===== src/rtl/rdse_pkg.sv =====
// Package for the radix digit string encoder: widths, defaults, digit codes,
// the radix clamp and digit-to-ASCII helpers, and the divider status struct.
// No dependencies.
package rdse_pkg;

   localparam int DEF_VALUE_WIDTH = 64;
   localparam int DEF_MAX_DIGITS  = 64;

   localparam int REQ_VALUE_W = 64;
   localparam int RADIX_W     = 5;
   localparam int DIGIT_W     = 4;
   localparam int CHAR_W      = 7;
   localparam int STEP_BITS   = 8;

   localparam logic [RADIX_W-1:0] RADIX_RESET = 5'd10;
   localparam logic [RADIX_W-1:0] RADIX_MIN   = 5'd2;
   localparam logic [RADIX_W-1:0] RADIX_MAX   = 5'd16;

   localparam logic [CHAR_W-1:0]  CHAR_ZERO = 7'd48;
   localparam logic [CHAR_W-1:0]  CHAR_A    = 7'd97;
   localparam logic [DIGIT_W-1:0] DIGIT_TEN = 4'd10;

   typedef struct packed {
      logic done;
      logic zero;
   } div_status_type;

   function automatic logic [RADIX_W-1:0] clamp_radix(input logic [RADIX_W-1:0] v);
      logic [RADIX_W-1:0] r;
      r = v;
      if (v < RADIX_MIN) begin
         r = RADIX_MIN;
      end else if (v > RADIX_MAX) begin
         r = RADIX_MAX;
      end
      return r;
   endfunction

   function automatic logic [CHAR_W-1:0] digit_to_char(input logic [DIGIT_W-1:0] d);
      logic [CHAR_W-1:0] c;
      if (d < DIGIT_TEN) begin
         c = CHAR_ZERO + CHAR_W'(d);
      end else begin
         c = CHAR_A + CHAR_W'(d - DIGIT_TEN);
      end
      return c;
   endfunction

endpackage


===== src/rtl/rdse_front.sv =====
// Front end: accepts request beats, drops value bits above VALUE_WIDTH and
// holds the values in a two-entry queue for the back end. Uses rdse_pkg.
module rdse_front import rdse_pkg::*; #(
   parameter int VALUE_WIDTH = DEF_VALUE_WIDTH
) (
   input  logic                   clock,
   input  logic                   reset,
   input  logic                   req_valid,
   output logic                   req_stall,
   input  logic [REQ_VALUE_W-1:0] req_value,
   output logic                   item_valid,
   output logic [VALUE_WIDTH-1:0] item_value,
   input  logic                   item_pop
);

   logic [VALUE_WIDTH-1:0] slot_ff [2];
   logic                   wr_ptr_ff, wr_ptr_in;
   logic                   rd_ptr_ff, rd_ptr_in;
   logic [1:0]             count_ff, count_in;
   logic                   push;
   logic                   pop;

   assign req_stall  = (count_ff == 2'd2);
   assign push       = req_valid && !req_stall;
   assign item_valid = (count_ff != 2'd0);
   assign pop        = item_pop && item_valid;
   assign item_value = slot_ff[rd_ptr_ff];

   always_comb begin
      wr_ptr_in = push ? !wr_ptr_ff : wr_ptr_ff;
      rd_ptr_in = pop ? !rd_ptr_ff : rd_ptr_ff;
      count_in  = count_ff;
      if (push && !pop) begin
         count_in = count_ff + 2'd1;
      end else if (pop && !push) begin
         count_in = count_ff - 2'd1;
      end
   end

   always_ff @(posedge clock) begin
      if (reset) begin
         wr_ptr_ff <= 1'b0;
         rd_ptr_ff <= 1'b0;
         count_ff  <= 2'd0;
      end else begin
         wr_ptr_ff <= wr_ptr_in;
         rd_ptr_ff <= rd_ptr_in;
         count_ff  <= count_in;
      end
   end

   always_ff @(posedge clock) begin
      if (push) begin
         slot_ff[wr_ptr_ff] <= req_value[VALUE_WIDTH-1:0];
      end
   end

endmodule


===== src/rtl/rdse_divider.sv =====
// Iterative divide-by-radix unit: eight restoring quotient bits per cycle,
// one pass over the value per digit. Uses rdse_pkg.
module rdse_divider import rdse_pkg::*; #(
   parameter int VALUE_WIDTH = DEF_VALUE_WIDTH
) (
   input  logic                   clock,
   input  logic                   reset,
   input  logic                   start,
   input  logic [VALUE_WIDTH-1:0] dividend,
   input  logic [RADIX_W-1:0]     divisor,
   output logic [VALUE_WIDTH-1:0] quotient,
   output logic [DIGIT_W-1:0]     remainder,
   output div_status_type         status
);

   localparam int PASSES = (VALUE_WIDTH + STEP_BITS - 1) / STEP_BITS;
   localparam int PAD_W  = PASSES * STEP_BITS;
   localparam int PCNT_W = (PASSES > 1) ? $clog2(PASSES) : 1;

   logic [PAD_W-1:0]     q_ff, q_in;
   logic [DIGIT_W-1:0]   rem_ff, rem_in;
   logic [RADIX_W-1:0]   div_ff, div_in;
   logic [PCNT_W-1:0]    cnt_ff, cnt_in;
   logic                 busy_ff, busy_in;
   logic                 done_ff, done_in;
   logic [STEP_BITS-1:0] top_bits;
   logic [STEP_BITS-1:0] q_bits;
   logic [DIGIT_W-1:0]   rem_step;
   logic                 last_pass;

   assign top_bits  = q_ff[PAD_W-1 -: STEP_BITS];
   assign last_pass = (cnt_ff == PCNT_W'(PASSES - 1));

   always_comb begin
      logic [RADIX_W-1:0] part;
      rem_step = rem_ff;
      q_bits   = '0;
      for (int i = 0; i < STEP_BITS; i++) begin
         part = {rem_step, top_bits[STEP_BITS-1-i]};
         if (part >= div_ff) begin
            q_bits[STEP_BITS-1-i] = 1'b1;
            part = part - div_ff;
         end
         rem_step = part[DIGIT_W-1:0];
      end
   end

   always_comb begin
      q_in    = q_ff;
      rem_in  = rem_ff;
      div_in  = div_ff;
      cnt_in  = cnt_ff;
      busy_in = busy_ff;
      done_in = 1'b0;
      if (start) begin
         q_in    = PAD_W'(dividend);
         rem_in  = '0;
         div_in  = divisor;
         cnt_in  = '0;
         busy_in = 1'b1;
      end else if (busy_ff) begin
         q_in   = (q_ff << STEP_BITS) | PAD_W'(q_bits);
         rem_in = rem_step;
         cnt_in = cnt_ff + PCNT_W'(1);
         if (last_pass) begin
            busy_in = 1'b0;
            done_in = 1'b1;
         end
      end
   end

   always_ff @(posedge clock) begin
      if (reset) begin
         busy_ff <= 1'b0;
         done_ff <= 1'b0;
      end else begin
         busy_ff <= busy_in;
         done_ff <= done_in;
      end
      q_ff   <= q_in;
      rem_ff <= rem_in;
      div_ff <= div_in;
      cnt_ff <= cnt_in;
   end

   assign quotient    = q_ff[VALUE_WIDTH-1:0];
   assign remainder   = rem_ff;
   assign status.done = done_ff;
   assign status.zero = (q_ff == '0);

endmodule


===== src/rtl/rdse_back.sv =====
// Back end: runs the divider once per digit into the digit store, then reads
// the store back most significant digit first into the response register.
// Uses rdse_pkg and rdse_divider.
module rdse_back import rdse_pkg::*; #(
   parameter int VALUE_WIDTH = DEF_VALUE_WIDTH,
   parameter int MAX_DIGITS  = DEF_MAX_DIGITS
) (
   input  logic                   clock,
   input  logic                   reset,
   input  logic                   item_valid,
   input  logic [VALUE_WIDTH-1:0] item_value,
   output logic                   item_pop,
   input  logic [RADIX_W-1:0]     radix,
   output logic                   rsp_valid,
   input  logic                   rsp_stall,
   output logic [CHAR_W-1:0]      rsp_digit_char,
   output logic                   rsp_last_digit
);

   localparam int CNT_W  = $clog2(MAX_DIGITS + 1);
   localparam int ADDR_W = $clog2(MAX_DIGITS);

   typedef enum logic [1:0] {
      ST_IDLE,
      ST_DIV,
      ST_READ,
      ST_SEND
   } state_type;

   state_type              state_ff, state_in;
   logic [CNT_W-1:0]       cnt_ff, cnt_in;
   logic [ADDR_W-1:0]      ptr_ff, ptr_in;
   logic                   rsp_valid_ff, rsp_valid_in;
   logic [CHAR_W-1:0]      rsp_char_ff, rsp_char_in;
   logic                   rsp_last_ff, rsp_last_in;
   logic [DIGIT_W-1:0]     digit_store [MAX_DIGITS];
   logic [DIGIT_W-1:0]     rd_data_ff;
   logic                   wr_en;
   logic                   div_start;
   logic [VALUE_WIDTH-1:0] div_dividend;
   logic [VALUE_WIDTH-1:0] div_quotient;
   logic [DIGIT_W-1:0]     div_remainder;
   div_status_type         div_status;
   logic                   rsp_free;

   rdse_divider #(
      .VALUE_WIDTH(VALUE_WIDTH)
   ) u_divider (
      .clock    (clock),
      .reset    (reset),
      .start    (div_start),
      .dividend (div_dividend),
      .divisor  (radix),
      .quotient (div_quotient),
      .remainder(div_remainder),
      .status   (div_status)
   );

   assign rsp_free     = !rsp_valid_ff || !rsp_stall;
   assign div_dividend = (state_ff == ST_IDLE) ? item_value : div_quotient;

   always_comb begin
      state_in     = state_ff;
      cnt_in       = cnt_ff;
      ptr_in       = ptr_ff;
      rsp_valid_in = rsp_valid_ff && rsp_stall;
      rsp_char_in  = rsp_char_ff;
      rsp_last_in  = rsp_last_ff;
      item_pop     = 1'b0;
      div_start    = 1'b0;
      wr_en        = 1'b0;
      unique case (state_ff)
         ST_IDLE: begin
            if (item_valid) begin
               item_pop  = 1'b1;
               div_start = 1'b1;
               cnt_in    = '0;
               state_in  = ST_DIV;
            end
         end
         ST_DIV: begin
            if (div_status.done) begin
               wr_en  = 1'b1;
               cnt_in = cnt_ff + CNT_W'(1);
               if (div_status.zero || cnt_ff == CNT_W'(MAX_DIGITS - 1)) begin
                  ptr_in   = cnt_ff[ADDR_W-1:0];
                  state_in = ST_READ;
               end else begin
                  div_start = 1'b1;
               end
            end
         end
         ST_READ: begin
            state_in = ST_SEND;
         end
         ST_SEND: begin
            if (rsp_free) begin
               rsp_valid_in = 1'b1;
               rsp_char_in  = digit_to_char(rd_data_ff);
               rsp_last_in  = (ptr_ff == '0);
               if (ptr_ff == '0) begin
                  state_in = ST_IDLE;
               end else begin
                  ptr_in   = ptr_ff - ADDR_W'(1);
                  state_in = ST_READ;
               end
            end
         end
         default: begin
            state_in = ST_IDLE;
         end
      endcase
   end

   always_ff @(posedge clock) begin
      if (reset) begin
         state_ff     <= ST_IDLE;
         cnt_ff       <= '0;
         rsp_valid_ff <= 1'b0;
      end else begin
         state_ff     <= state_in;
         cnt_ff       <= cnt_in;
         rsp_valid_ff <= rsp_valid_in;
      end
      ptr_ff      <= ptr_in;
      rsp_char_ff <= rsp_char_in;
      rsp_last_ff <= rsp_last_in;
   end

   always_ff @(posedge clock) begin
      if (wr_en) begin
         digit_store[cnt_ff[ADDR_W-1:0]] <= div_remainder;
      end
      if (state_ff == ST_READ) begin
         rd_data_ff <= digit_store[ptr_ff];
      end
   end

   assign rsp_valid      = rsp_valid_ff;
   assign rsp_digit_char = rsp_char_ff;
   assign rsp_last_digit = rsp_last_ff;

endmodule


===== src/rtl/radix_digit_string_encoder.sv =====
// Radix digit string encoder: each request beat carries one unsigned value
// (low VALUE_WIDTH bits used); the block returns one response beat per digit
// in the radix held in the configuration register (writes clamp to 2..16,
// reset 10), most significant digit first, as ASCII '0'-'9' and 'a'-'f',
// with last_digit set on the final beat. Zero gives a single '0'. Values
// needing more than MAX_DIGITS digits emit only the low MAX_DIGITS digits.
// The divider makes eight quotient bits per cycle in ceil(VALUE_WIDTH/8)
// passes per digit, and each beat reads the digit store in ST_READ and is
// then sent from ST_SEND. A two-entry queue takes further request beats
// while an item is in progress. Uses rdse_pkg, rdse_front and rdse_back.
module radix_digit_string_encoder import rdse_pkg::*; #(
   parameter int VALUE_WIDTH = DEF_VALUE_WIDTH,
   parameter int MAX_DIGITS  = DEF_MAX_DIGITS
) (
   input  logic                   clock,
   input  logic                   reset,
   input  logic                   req_valid,
   output logic                   req_stall,
   input  logic [REQ_VALUE_W-1:0] req_value,
   output logic                   rsp_valid,
   input  logic                   rsp_stall,
   output logic [CHAR_W-1:0]      rsp_digit_char,
   output logic                   rsp_last_digit,
   input  logic                   csr_wen,
   input  logic [RADIX_W-1:0]     csr_wdata
);

   logic [RADIX_W-1:0]     radix_ff, radix_in;
   logic                   item_valid;
   logic [VALUE_WIDTH-1:0] item_value;
   logic                   item_pop;

   assign radix_in = csr_wen ? clamp_radix(csr_wdata) : radix_ff;

   always_ff @(posedge clock) begin
      if (reset) begin
         radix_ff <= RADIX_RESET;
      end else begin
         radix_ff <= radix_in;
      end
   end

   rdse_front #(
      .VALUE_WIDTH(VALUE_WIDTH)
   ) u_front (
      .clock     (clock),
      .reset     (reset),
      .req_valid (req_valid),
      .req_stall (req_stall),
      .req_value (req_value),
      .item_valid(item_valid),
      .item_value(item_value),
      .item_pop  (item_pop)
   );

   rdse_back #(
      .VALUE_WIDTH(VALUE_WIDTH),
      .MAX_DIGITS (MAX_DIGITS)
   ) u_back (
      .clock         (clock),
      .reset         (reset),
      .item_valid    (item_valid),
      .item_value    (item_value),
      .item_pop      (item_pop),
      .radix         (radix_ff),
      .rsp_valid     (rsp_valid),
      .rsp_stall     (rsp_stall),
      .rsp_digit_char(rsp_digit_char),
      .rsp_last_digit(rsp_last_digit)
   );

`ifndef SYNTH
   a_radix_range: assert property (@(posedge clock) disable iff (reset)
      radix_ff >= RADIX_MIN && radix_ff <= RADIX_MAX)
      else $error("radix register outside 2..16");

   a_pop_has_item: assert property (@(posedge clock) disable iff (reset)
      item_pop |-> item_valid)
      else $error("back end popped an empty queue");

   a_char_code: assert property (@(posedge clock) disable iff (reset)
      rsp_valid |-> ((rsp_digit_char >= CHAR_ZERO && rsp_digit_char <= 7'd57) ||
                     (rsp_digit_char >= CHAR_A && rsp_digit_char <= 7'd102)))
      else $error("response beat carries a non-digit character");
`endif

endmodule

===== config.mk =====
export PLATFORM = sky130hd
export DESIGN_NAME = radix_digit_string_encoder
export DESIGN_NICKNAME = d
export VERILOG_FILES = /design/src/rtl/rdse_pkg.sv /design/src/rtl/rdse_front.sv /design/src/rtl/rdse_divider.sv /design/src/rtl/rdse_back.sv /design/src/rtl/radix_digit_string_encoder.sv
export SDC_FILE = /design/constraint.sdc
export NUM_CORES = 1
export LEC_CHECK = 0
export ABC_CLOCK_PERIOD_IN_PS = 10900
export CORE_MARGIN = 2
export CORE_UTILIZATION = 43
export DETAILED_ROUTE_END_ITERATION = 6
export DONT_BUFFER_PORTS = 1
export GPL_ROUTABILITY_DRIVEN = 0
export SYNTH_ARGS = -nofsm -noshare
export SYNTH_HDL_FRONTEND = slang
export SYNTH_HIERARCHICAL = 1
export SYNTH_SLANG_ARGS = --single-unit

===== constraint.sdc =====
create_clock -name clock -period 10.9 [get_ports clock]
set_clock_uncertainty 0.05 [all_clocks]
set_input_delay 0.545 -clock clock [delete_from_list [all_inputs] [get_ports clock]]
set_output_delay 0.545 -clock clock [all_outputs]
set_load 0.01 [all_outputs]

# Word-level counts from Yosys, hierarchy flattened
# Memories as Yosys holds them, arrays and structs flattened. A register that Yosys moved wholly into a read port is not among the register bits.
# Cells that the tools add are included.
[word_totals]
reg_bits = 111
ram_bits = 384
inputBits = 74
out_inout_bits = 10
word_cells = 144
mem_count = 2
[mem_list]
columns = ["memory", "words", "word_bits", "read_ports", "rd_clocked_by_memory_dff", "wr", "line", "source"]
rows = [
  ["u_back.digit_store", 64, 4, 1, 1, 1, "rdse_back.sv:36", "logic [DIGIT_W-1:0] digit_store [MAX_DIGITS];"],
  ["u_front.slot_ff", 2, 64, 1, 1, 1, "rdse_front.sv:16", "logic [VALUE_WIDTH-1:0] slot_ff [2];"],
]
[classes]
n_addsub = 16
n_lt_le_gt_ge = 11
eq_ne = 12
n_mux = 57
n_bitwise = 2
n_reduce_logical = 28
[op_table]
columns = ["cell", "n"]
rows = [
  ["64-bit two-way mux", 3],
  ["64-bit zero test", 1],
  ["64-bit by 8-bit bitwise OR with 64-bit output", 1],
  ["5-bit >= comparator", 8],
  ["4-bit two-way mux", 8],
  ["4-bit subtractor", 8],
  ["1-bit two-way mux", 26],
  ["6-bit two-way mux", 4],
  ["7-bit two-way mux", 3],
  ["2-bit two-way mux", 7],
  ["7-bit case mux with 2 select lines", 1],
  ["6-bit case mux with 2 select lines", 1],
  ["5-bit two-way mux", 2],
  ["2-bit nonzero test", 5],
  ["2-bit != test (second input constant)", 4],
  ["2-bit case mux with 4 select lines", 1],
  ["6-bit by 4-bit adder with 7-bit output (first input constant)", 1],
  ["7-bit by 1-bit adder with 7-bit output (second input constant)", 1],
  ["7-bit adder (first input constant)", 1],
  ["7-bit by 6-bit == test with 1-bit output (second input constant)", 1],
  ["1-bit zero test", 7],
  ["2-bit == test (second input constant)", 3],
  ["6-bit zero test", 1],
  ["6-bit by 1-bit subtractor with 6-bit output (second input constant)", 1],
  ["other kinds (20)", 27],
]

# Longest topological paths before layout
[depth]
depth_word = 19
depth_mapped = 47
ltp_nobuf = 47

# By module
# Netlist, hierarchy kept.
[by_module_without_submodules]
columns = ["mod", "n_inst", "cells_each", "area_per_inst_um2", "seq_area_each_um2"]
rows = [
  ["rdse_back", 1, 755, 12512.0, 8428.1],
  ["rdse_divider", 1, 435, 5172.5, 2252.2],
  ["rdse_front", 1, 224, 4834.6, 3943.8],
  ["radix_digit_string_encoder", 1, 19, 198.9, 100.1],
]

# Worst setup path after synthesis
# Ideal clock, no wire load.
[synth_timing]
path_kind = "flip-flop to flip-flop"
startpoint = "register u_back.u_divider.rem_ff[0] (netlist: u_back/u_divider/remainder[0])"
endpoint = "register u_back.u_divider.q_ff[0] (netlist: u_back/u_divider/quotient[0]) (data pin)"
setup_ns = 0.260
arrival_time_ns = 11.039
required_ns = 10.590
setup_slack_ns = -0.449
stages_incl_launch_ff = 42
n_path_buf = 0
synth_period_minus_slack_ns = 11.349
cell_sequence = "dfxtp_1 ha_1 nor2b_1 o31a_1 o21a_1 nor2_1 mux2_2 ha_1 nand2_1 o21ai_0 mux2_2 ha_1 o21ai_0 a21o_1 a31oi_1 mux2_2 ha_1 and4_1 [6 not listed] a2111oi_1 nor2_1 ha_1 nor2b_1 o31ai_1 a21oi_1 mux2_2 ha_1 o21a_1 o31ai_1 a31oi_1 nand2b_1 nand2_1 ha_1 a21o_1 a31oi_1 o21ai_1 mux2_2"
[synth_between]
elab_chain_cells = 19
elab_cells_between_ends = 26
classes_between = "add/sub (7); order compare (8); mux (10); bitwise (1)"
[synth_lines]
columns = ["item", "line", "source"]
rows = [
  ["from (decl)", "rdse_divider.sv:21", "logic [DIGIT_W-1:0] rem_ff, rem_in;"],
  ["from (signal assigned)", "rdse_divider.sv:81", "rem_ff <= rem_in;"],
  ["4-bit subtractor / 5-bit >= comparator (equally long branches)", "rdse_divider.sv:42, rdse_divider.sv:40", ""],
  ["4-bit two-way mux (*)", "rdse_divider.sv:40", "if (part >= div_ff) begin"],
  ["4-bit subtractor / 5-bit >= comparator (equally long branches)", "rdse_divider.sv:42, rdse_divider.sv:40", ""],
  ["4-bit two-way mux (*)", "rdse_divider.sv:40", ""],
  ["4-bit subtractor / 5-bit >= comparator (equally long branches)", "rdse_divider.sv:42, rdse_divider.sv:40", ""],
  ["4-bit two-way mux (*)", "rdse_divider.sv:40", ""],
  ["5-bit >= comparator / 4-bit subtractor (equally long branches)", "rdse_divider.sv:40, rdse_divider.sv:42", ""],
  ["4-bit two-way mux (*)", "rdse_divider.sv:40", ""],
  ["[4 not listed]", "n/a", ""],
  ["4-bit subtractor / 5-bit >= comparator (equally long branches)", "rdse_divider.sv:42, rdse_divider.sv:40", ""],
  ["4-bit two-way mux (*)", "rdse_divider.sv:40", ""],
  ["5-bit >= comparator (*)", "rdse_divider.sv:40", ""],
  ["1-bit two-way mux (*)", "rdse_divider.sv:40", ""],
  ["64-bit by 8-bit bitwise OR with 64-bit output (*)", "rdse_divider.sv:62", "q_in = (q_ff << STEP_BITS) | PAD_W'(q_bits);"],
  ["64-bit two-way mux (*)", "rdse_divider.sv:61", "end else if (busy_ff) begin"],
  ["64-bit two-way mux (*)", "rdse_divider.sv:55", "if (start) begin"],
  ["named net u_back.u_divider.q_in[0]", "rdse_divider.sv:20", "logic [PAD_W-1:0] q_ff, q_in;"],
  ["to (signal assigned)", "rdse_divider.sv:80", "q_ff <= q_in;"],
  ["to (decl)", "rdse_divider.sv:20", ""],
]
# The timed path passes the listed nets; every way through them passes the cells marked *. The select of a mux whose other input is x is not followed.
# A chain may end at the register's enable or synchronous reset.

# Worst setup path in the final report
[layout_timing]
startpoint = "register u_back.u_divider.div_ff[1]"
endpoint = "register u_back.u_divider.q_ff[0] (netlist: u_back/u_divider/quotient[0]) (data pin)"
[layout_between]
elab_chain_cells = 19
elab_cells_between_ends = 26
classes_between = "add/sub (7); order compare (8); mux (10); bitwise (1)"
[layout_lines]
columns = ["item", "line", "source"]
rows = [
  ["from (decl)", "rdse_divider.sv:22", "logic [RADIX_W-1:0] div_ff, div_in;"],
  ["from (signal assigned)", "rdse_divider.sv:82", "div_ff <= div_in;"],
  ["4-bit subtractor / 5-bit >= comparator (equally long branches)", "rdse_divider.sv:42, rdse_divider.sv:40", ""],
  ["4-bit two-way mux", "rdse_divider.sv:40", ""],
  ["4-bit subtractor / 5-bit >= comparator (equally long branches)", "rdse_divider.sv:42, rdse_divider.sv:40", ""],
  ["4-bit two-way mux", "rdse_divider.sv:40", ""],
  ["4-bit subtractor / 5-bit >= comparator (equally long branches)", "rdse_divider.sv:42, rdse_divider.sv:40", ""],
  ["4-bit two-way mux", "rdse_divider.sv:40", ""],
  ["5-bit >= comparator / 4-bit subtractor (equally long branches)", "rdse_divider.sv:40, rdse_divider.sv:42", ""],
  ["4-bit two-way mux", "rdse_divider.sv:40", ""],
  ["[4 not listed]", "n/a", ""],
  ["4-bit subtractor / 5-bit >= comparator (equally long branches)", "rdse_divider.sv:42, rdse_divider.sv:40", ""],
  ["4-bit two-way mux", "rdse_divider.sv:40", ""],
  ["5-bit >= comparator (*)", "rdse_divider.sv:40", ""],
  ["1-bit two-way mux (*)", "rdse_divider.sv:40", ""],
  ["64-bit by 8-bit bitwise OR with 64-bit output (*)", "rdse_divider.sv:62", ""],
  ["64-bit two-way mux (*)", "rdse_divider.sv:61", ""],
  ["64-bit two-way mux (*)", "rdse_divider.sv:55", ""],
  ["named net u_back.u_divider.q_in[0]", "rdse_divider.sv:20", ""],
]
# Marks and branches as above.

==> impl_metrics.py <==
metrics = {
    "timing": {
        "max_slew_margin_pct": 22.51,
        "tightestPinTransition_ns": 1.162,
        "total_setup_violations_reported_at_the_end_of_the_flow": 0,
        "report.final.slew_viol_count": 0,
        "timing_hold_violations_final": 0,
        "period_minus_slack_ns": 10.51,
        "max_freq_mhz": 95.14,
        "timing.final.crit_share_pct": 96.43,
    },
    "die": {
        "dieArea_um2": 54690,
        "start_util_pct": 43.32,
        "row_count": 84,
        "io_pins": 84,
        "fp.dieW_um": 233.9,
        "core_area_um2": 52450,
        "die_height_um": 233.9,
    },
    "detailed_routing": {
        "drt-initial-drc-count": 836,
        "routed-via-count": 12578,
        "drcViolationCount": 0,
        "viasPerCell": 5.563,
        "routed_wirelength_um": 49500,
        "antenna_violating_nets_post_route": 0,
        "detailedRoute.firstPassIterationCount": 5,
        "drt_wl_cell_um": 21.89,
    },
    "worst_setup_path": {
        "timing.critical_path.arrival_ns": 10.80,
        "endpoint_kind": "register",
        "worst-path-max-fanout": 8,
        "crit_path_max_incr_delay_ns": 0.39,
        "crit_required_ns": 11.19,
        "worst_setup_path_class": "reg2reg",
        "path_common_cell": "ha_1",
        "start_kind": "register",
        "worst_path_slowest_cell": "edfxtp_1",
    },
    "placed_design": {
        "detailed_place_hpwl_um": 31420,
        "portBuffers": 0,
    },
    "cts": {
        "numClockSinks": 500,
        "ctsLongestPathBuffers": 3,
        "clkTransAtPathRegs_ns": 0.06,
        "clockRootBuffer": "clkbuf_16",
        "cts.htree.levels": 2,
        "cts_buffers": 54,
        "clock_insertion_delay_worst_skew_ns": 0.62,
        "cts_tree": "built",
    },
    "global_routing": {
        "grt_start_max_net_pins": 75,
        "grt-ovfl-total": 0,
        "grt_pass1_vias": 12828,
        "grt_antenna_before_repair": 1,
        "grt_pass1_wl_um": 76790,
        "grt_use_total_pct": 18.41,
    },
    "finish": {
        "postLayoutCoreUtil_pct": 49.70,
        "fillCellCount": 4344,
        "fin_nets": 1662,
        "synthToLayoutAreaGrowth_pct": 14.73,
        "drive_above_1_share_pct": 25.13,
    },
    "worst_hold_path": {
        "hold_path.class": "in2reg",
    },
    "outcome": {
        "outcome": "complete, no violations",
    },
    "logic_synthesis": {
        "ys.flop_type": "edfxtp_1",
        "synth-warning-count": 6,
        "post_synthesis_cell_area_um2": 22720,
        "synth_cell_type_count": 76,
        "ys_ff_latch": 500,
        "syn-instance-count": 1433,
        "synthArstFlopShare_pct": 0,
        "synth-seq-area-share_pct": 64.81,
        "number_of_enable_type_register_cells_in_the_synthesized_netlist": 471,
        "syn-num-nets": 1565,
        "postSynthAreaPerCell_um2": 15.85,
    },
    "flow_run": {
        "cap_violations": 0,
    },
}
-- cells in the final DEF, fill, tap and decap left out, types with 10 or more instances in the layout --
cell and instances:
a21o_1 11, a21oi_1 34, buf_4 38, clkbuf_1 18, clkbuf_16 54, dfxtp_1 24
dlygate4sd3_1 65, edfxtp_1 471, ha_1 45, inv_1 40, mux2_2 206, mux2i_1 57
mux4_1 19, mux4_2 19, nand2_1 46, nand2b_1 10, nand3_1 14, nand4_1 10
nor2_1 116, nor2b_1 10, nor4_1 18, o21ai_0 14, o221ai_1 10, xnor2_1 15
xor2_1 13
-- worst max-delay path: cells and delay by family (launching register included) --
| kind | cells | cell delay [ns] |
|---|---|---|
| compound gates | 19 | 4.30 |
| fa+ha+maj | 8 | 2.38 |
| buf+inv | 4 | 0.54 |
| flops | 1 | 0.39 |
| mux | 3 | 0.89 |
| simple gates | 11 | 1.70 |
-- metrics by stage --
step	hold WS (ns)	TNS, ns	instance area (um2)	setup WS (ns)	std cells
finish	0.04406	0	26060	0.3888	2261
global route	0.02981	-0.3729	26060	-0.09884	2260
CTS	0.009455	0	25830	0.01738	2254
detailed placement	0.3731	-1.097	23390	-0.2413	2089
global placement	0.3765	0	23390	0.03679	2089
floorplan	0.3502	0	22730	0.02376	1433
-- cell families (layout without fill, tap and decap cells) --
group                      count (synthesis)  after routing  synth area share [%]
DFF                                      500            500                 64.81
muxes                                    305            305                 17.02
and+or+nand+nor                          271            271                 5.684
AOI/OAI and AO/OA                        166            166                 5.216
buffers and inverters                    105            244                 2.726
adders and majority gates                 58             58                 3.459
xor gates and xnor gates                  28             28                 1.079
other                                      0              1                     0
-- state kept, by name, summed over array words and instances, names as in the netlist, 3 cells and up, named ones only --
name                        count
radix_ff                        5
u_back/cnt_ff                   7
u_back/digit_store            256
u_back/ptr_ff                   6
u_back/rd_data_ff               4
u_back/rsp_digit_char           7
u_back/u_divider/cnt_ff         3
u_back/u_divider/div_ff         5
u_back/u_divider/quotient      64
u_back/u_divider/remainder      4
u_front/slot_ff               128
-- cells in the mapped netlist, drive strengths merged (28+ instances only) --
cell | number | area [um2]
mux2 | 208 | 2350
clkbuf | 28 | 175.2
buf | 35 | 286.5
inv | 42 | 157.7
nand2 | 46 | 172.7
mux2i | 59 | 590.6
edfxtp | 471 | 14140
ha | 50 | 625.6
mux4 | 38 | 927.1
a21oi | 39 | 198.9
dfxtp | 29 | 580.6
nor2 | 118 | 442.9
-- worst paths after layout --
kind / slack, ns / start / cells past startpoint / endpoint
worst max-delay path: 0.39 / u_back/u_divider/div_ff[1]$_DFFE_PP_ / 45 / u_back/u_divider/quotient[0]$_DFFE_PP_
worst min-delay path: 0.04 / csr_wdata[3] / 1 / radix_ff[3]$_SDFFE_PP1P_
worst max register to register: 0.39 / u_back/u_divider/div_ff[1]$_DFFE_PP_ / 45 / u_back/u_divider/quotient[0]$_DFFE_PP_
worst min register to register: 0.39 / radix_ff[4]$_SDFFE_PP0P_ / 0 / u_back/u_divider/div_ff[4]$_DFFE_PP_
-- per-layer routing --
metal | wire length (um) | up-vias | GRT usage, %
met5 | 0 | - | 0
met4 | 1028 | 0 | 5.142
met3 | 2391 | 71 | 3.052
met2 | 23440 | 283 | 29.65
met1 | 22640 | 6413 | 25.89
li1 | - | 5811 | -
-- cell type report --
| cell class | instances | area [um2] | share of cell area [%] |
|---|---|---|---|
| sequential | 500 | 14730 | 56.52 |
| multi-input combinational | 828 | 7624 | 29.25 |
| clock buffer | 75 | 1460 | 5.602 |
| timing repair buffer | 104 | 947.2 | 3.634 |
| tap | 688 | 860.8 | 3.303 |
| clock inverter | 23 | 277.8 | 1.066 |
| inverter | 42 | 161.4 | 0.6193 |
| antenna | 1 | 2.502 | 0.009601 |
-- timing repair --
action,4_1_cts,5_1_grt
hold endpoints to repair,144,0
buffers inserted,2,6
resized for setup,7,30
cloned,0,0
hold buffers,65,0
pin swaps,2,12
setup endpoints to repair,5,5
Power is not shown: default switching activity piles up to over one toggle a cycle in this logic, so the estimate is an artifact.
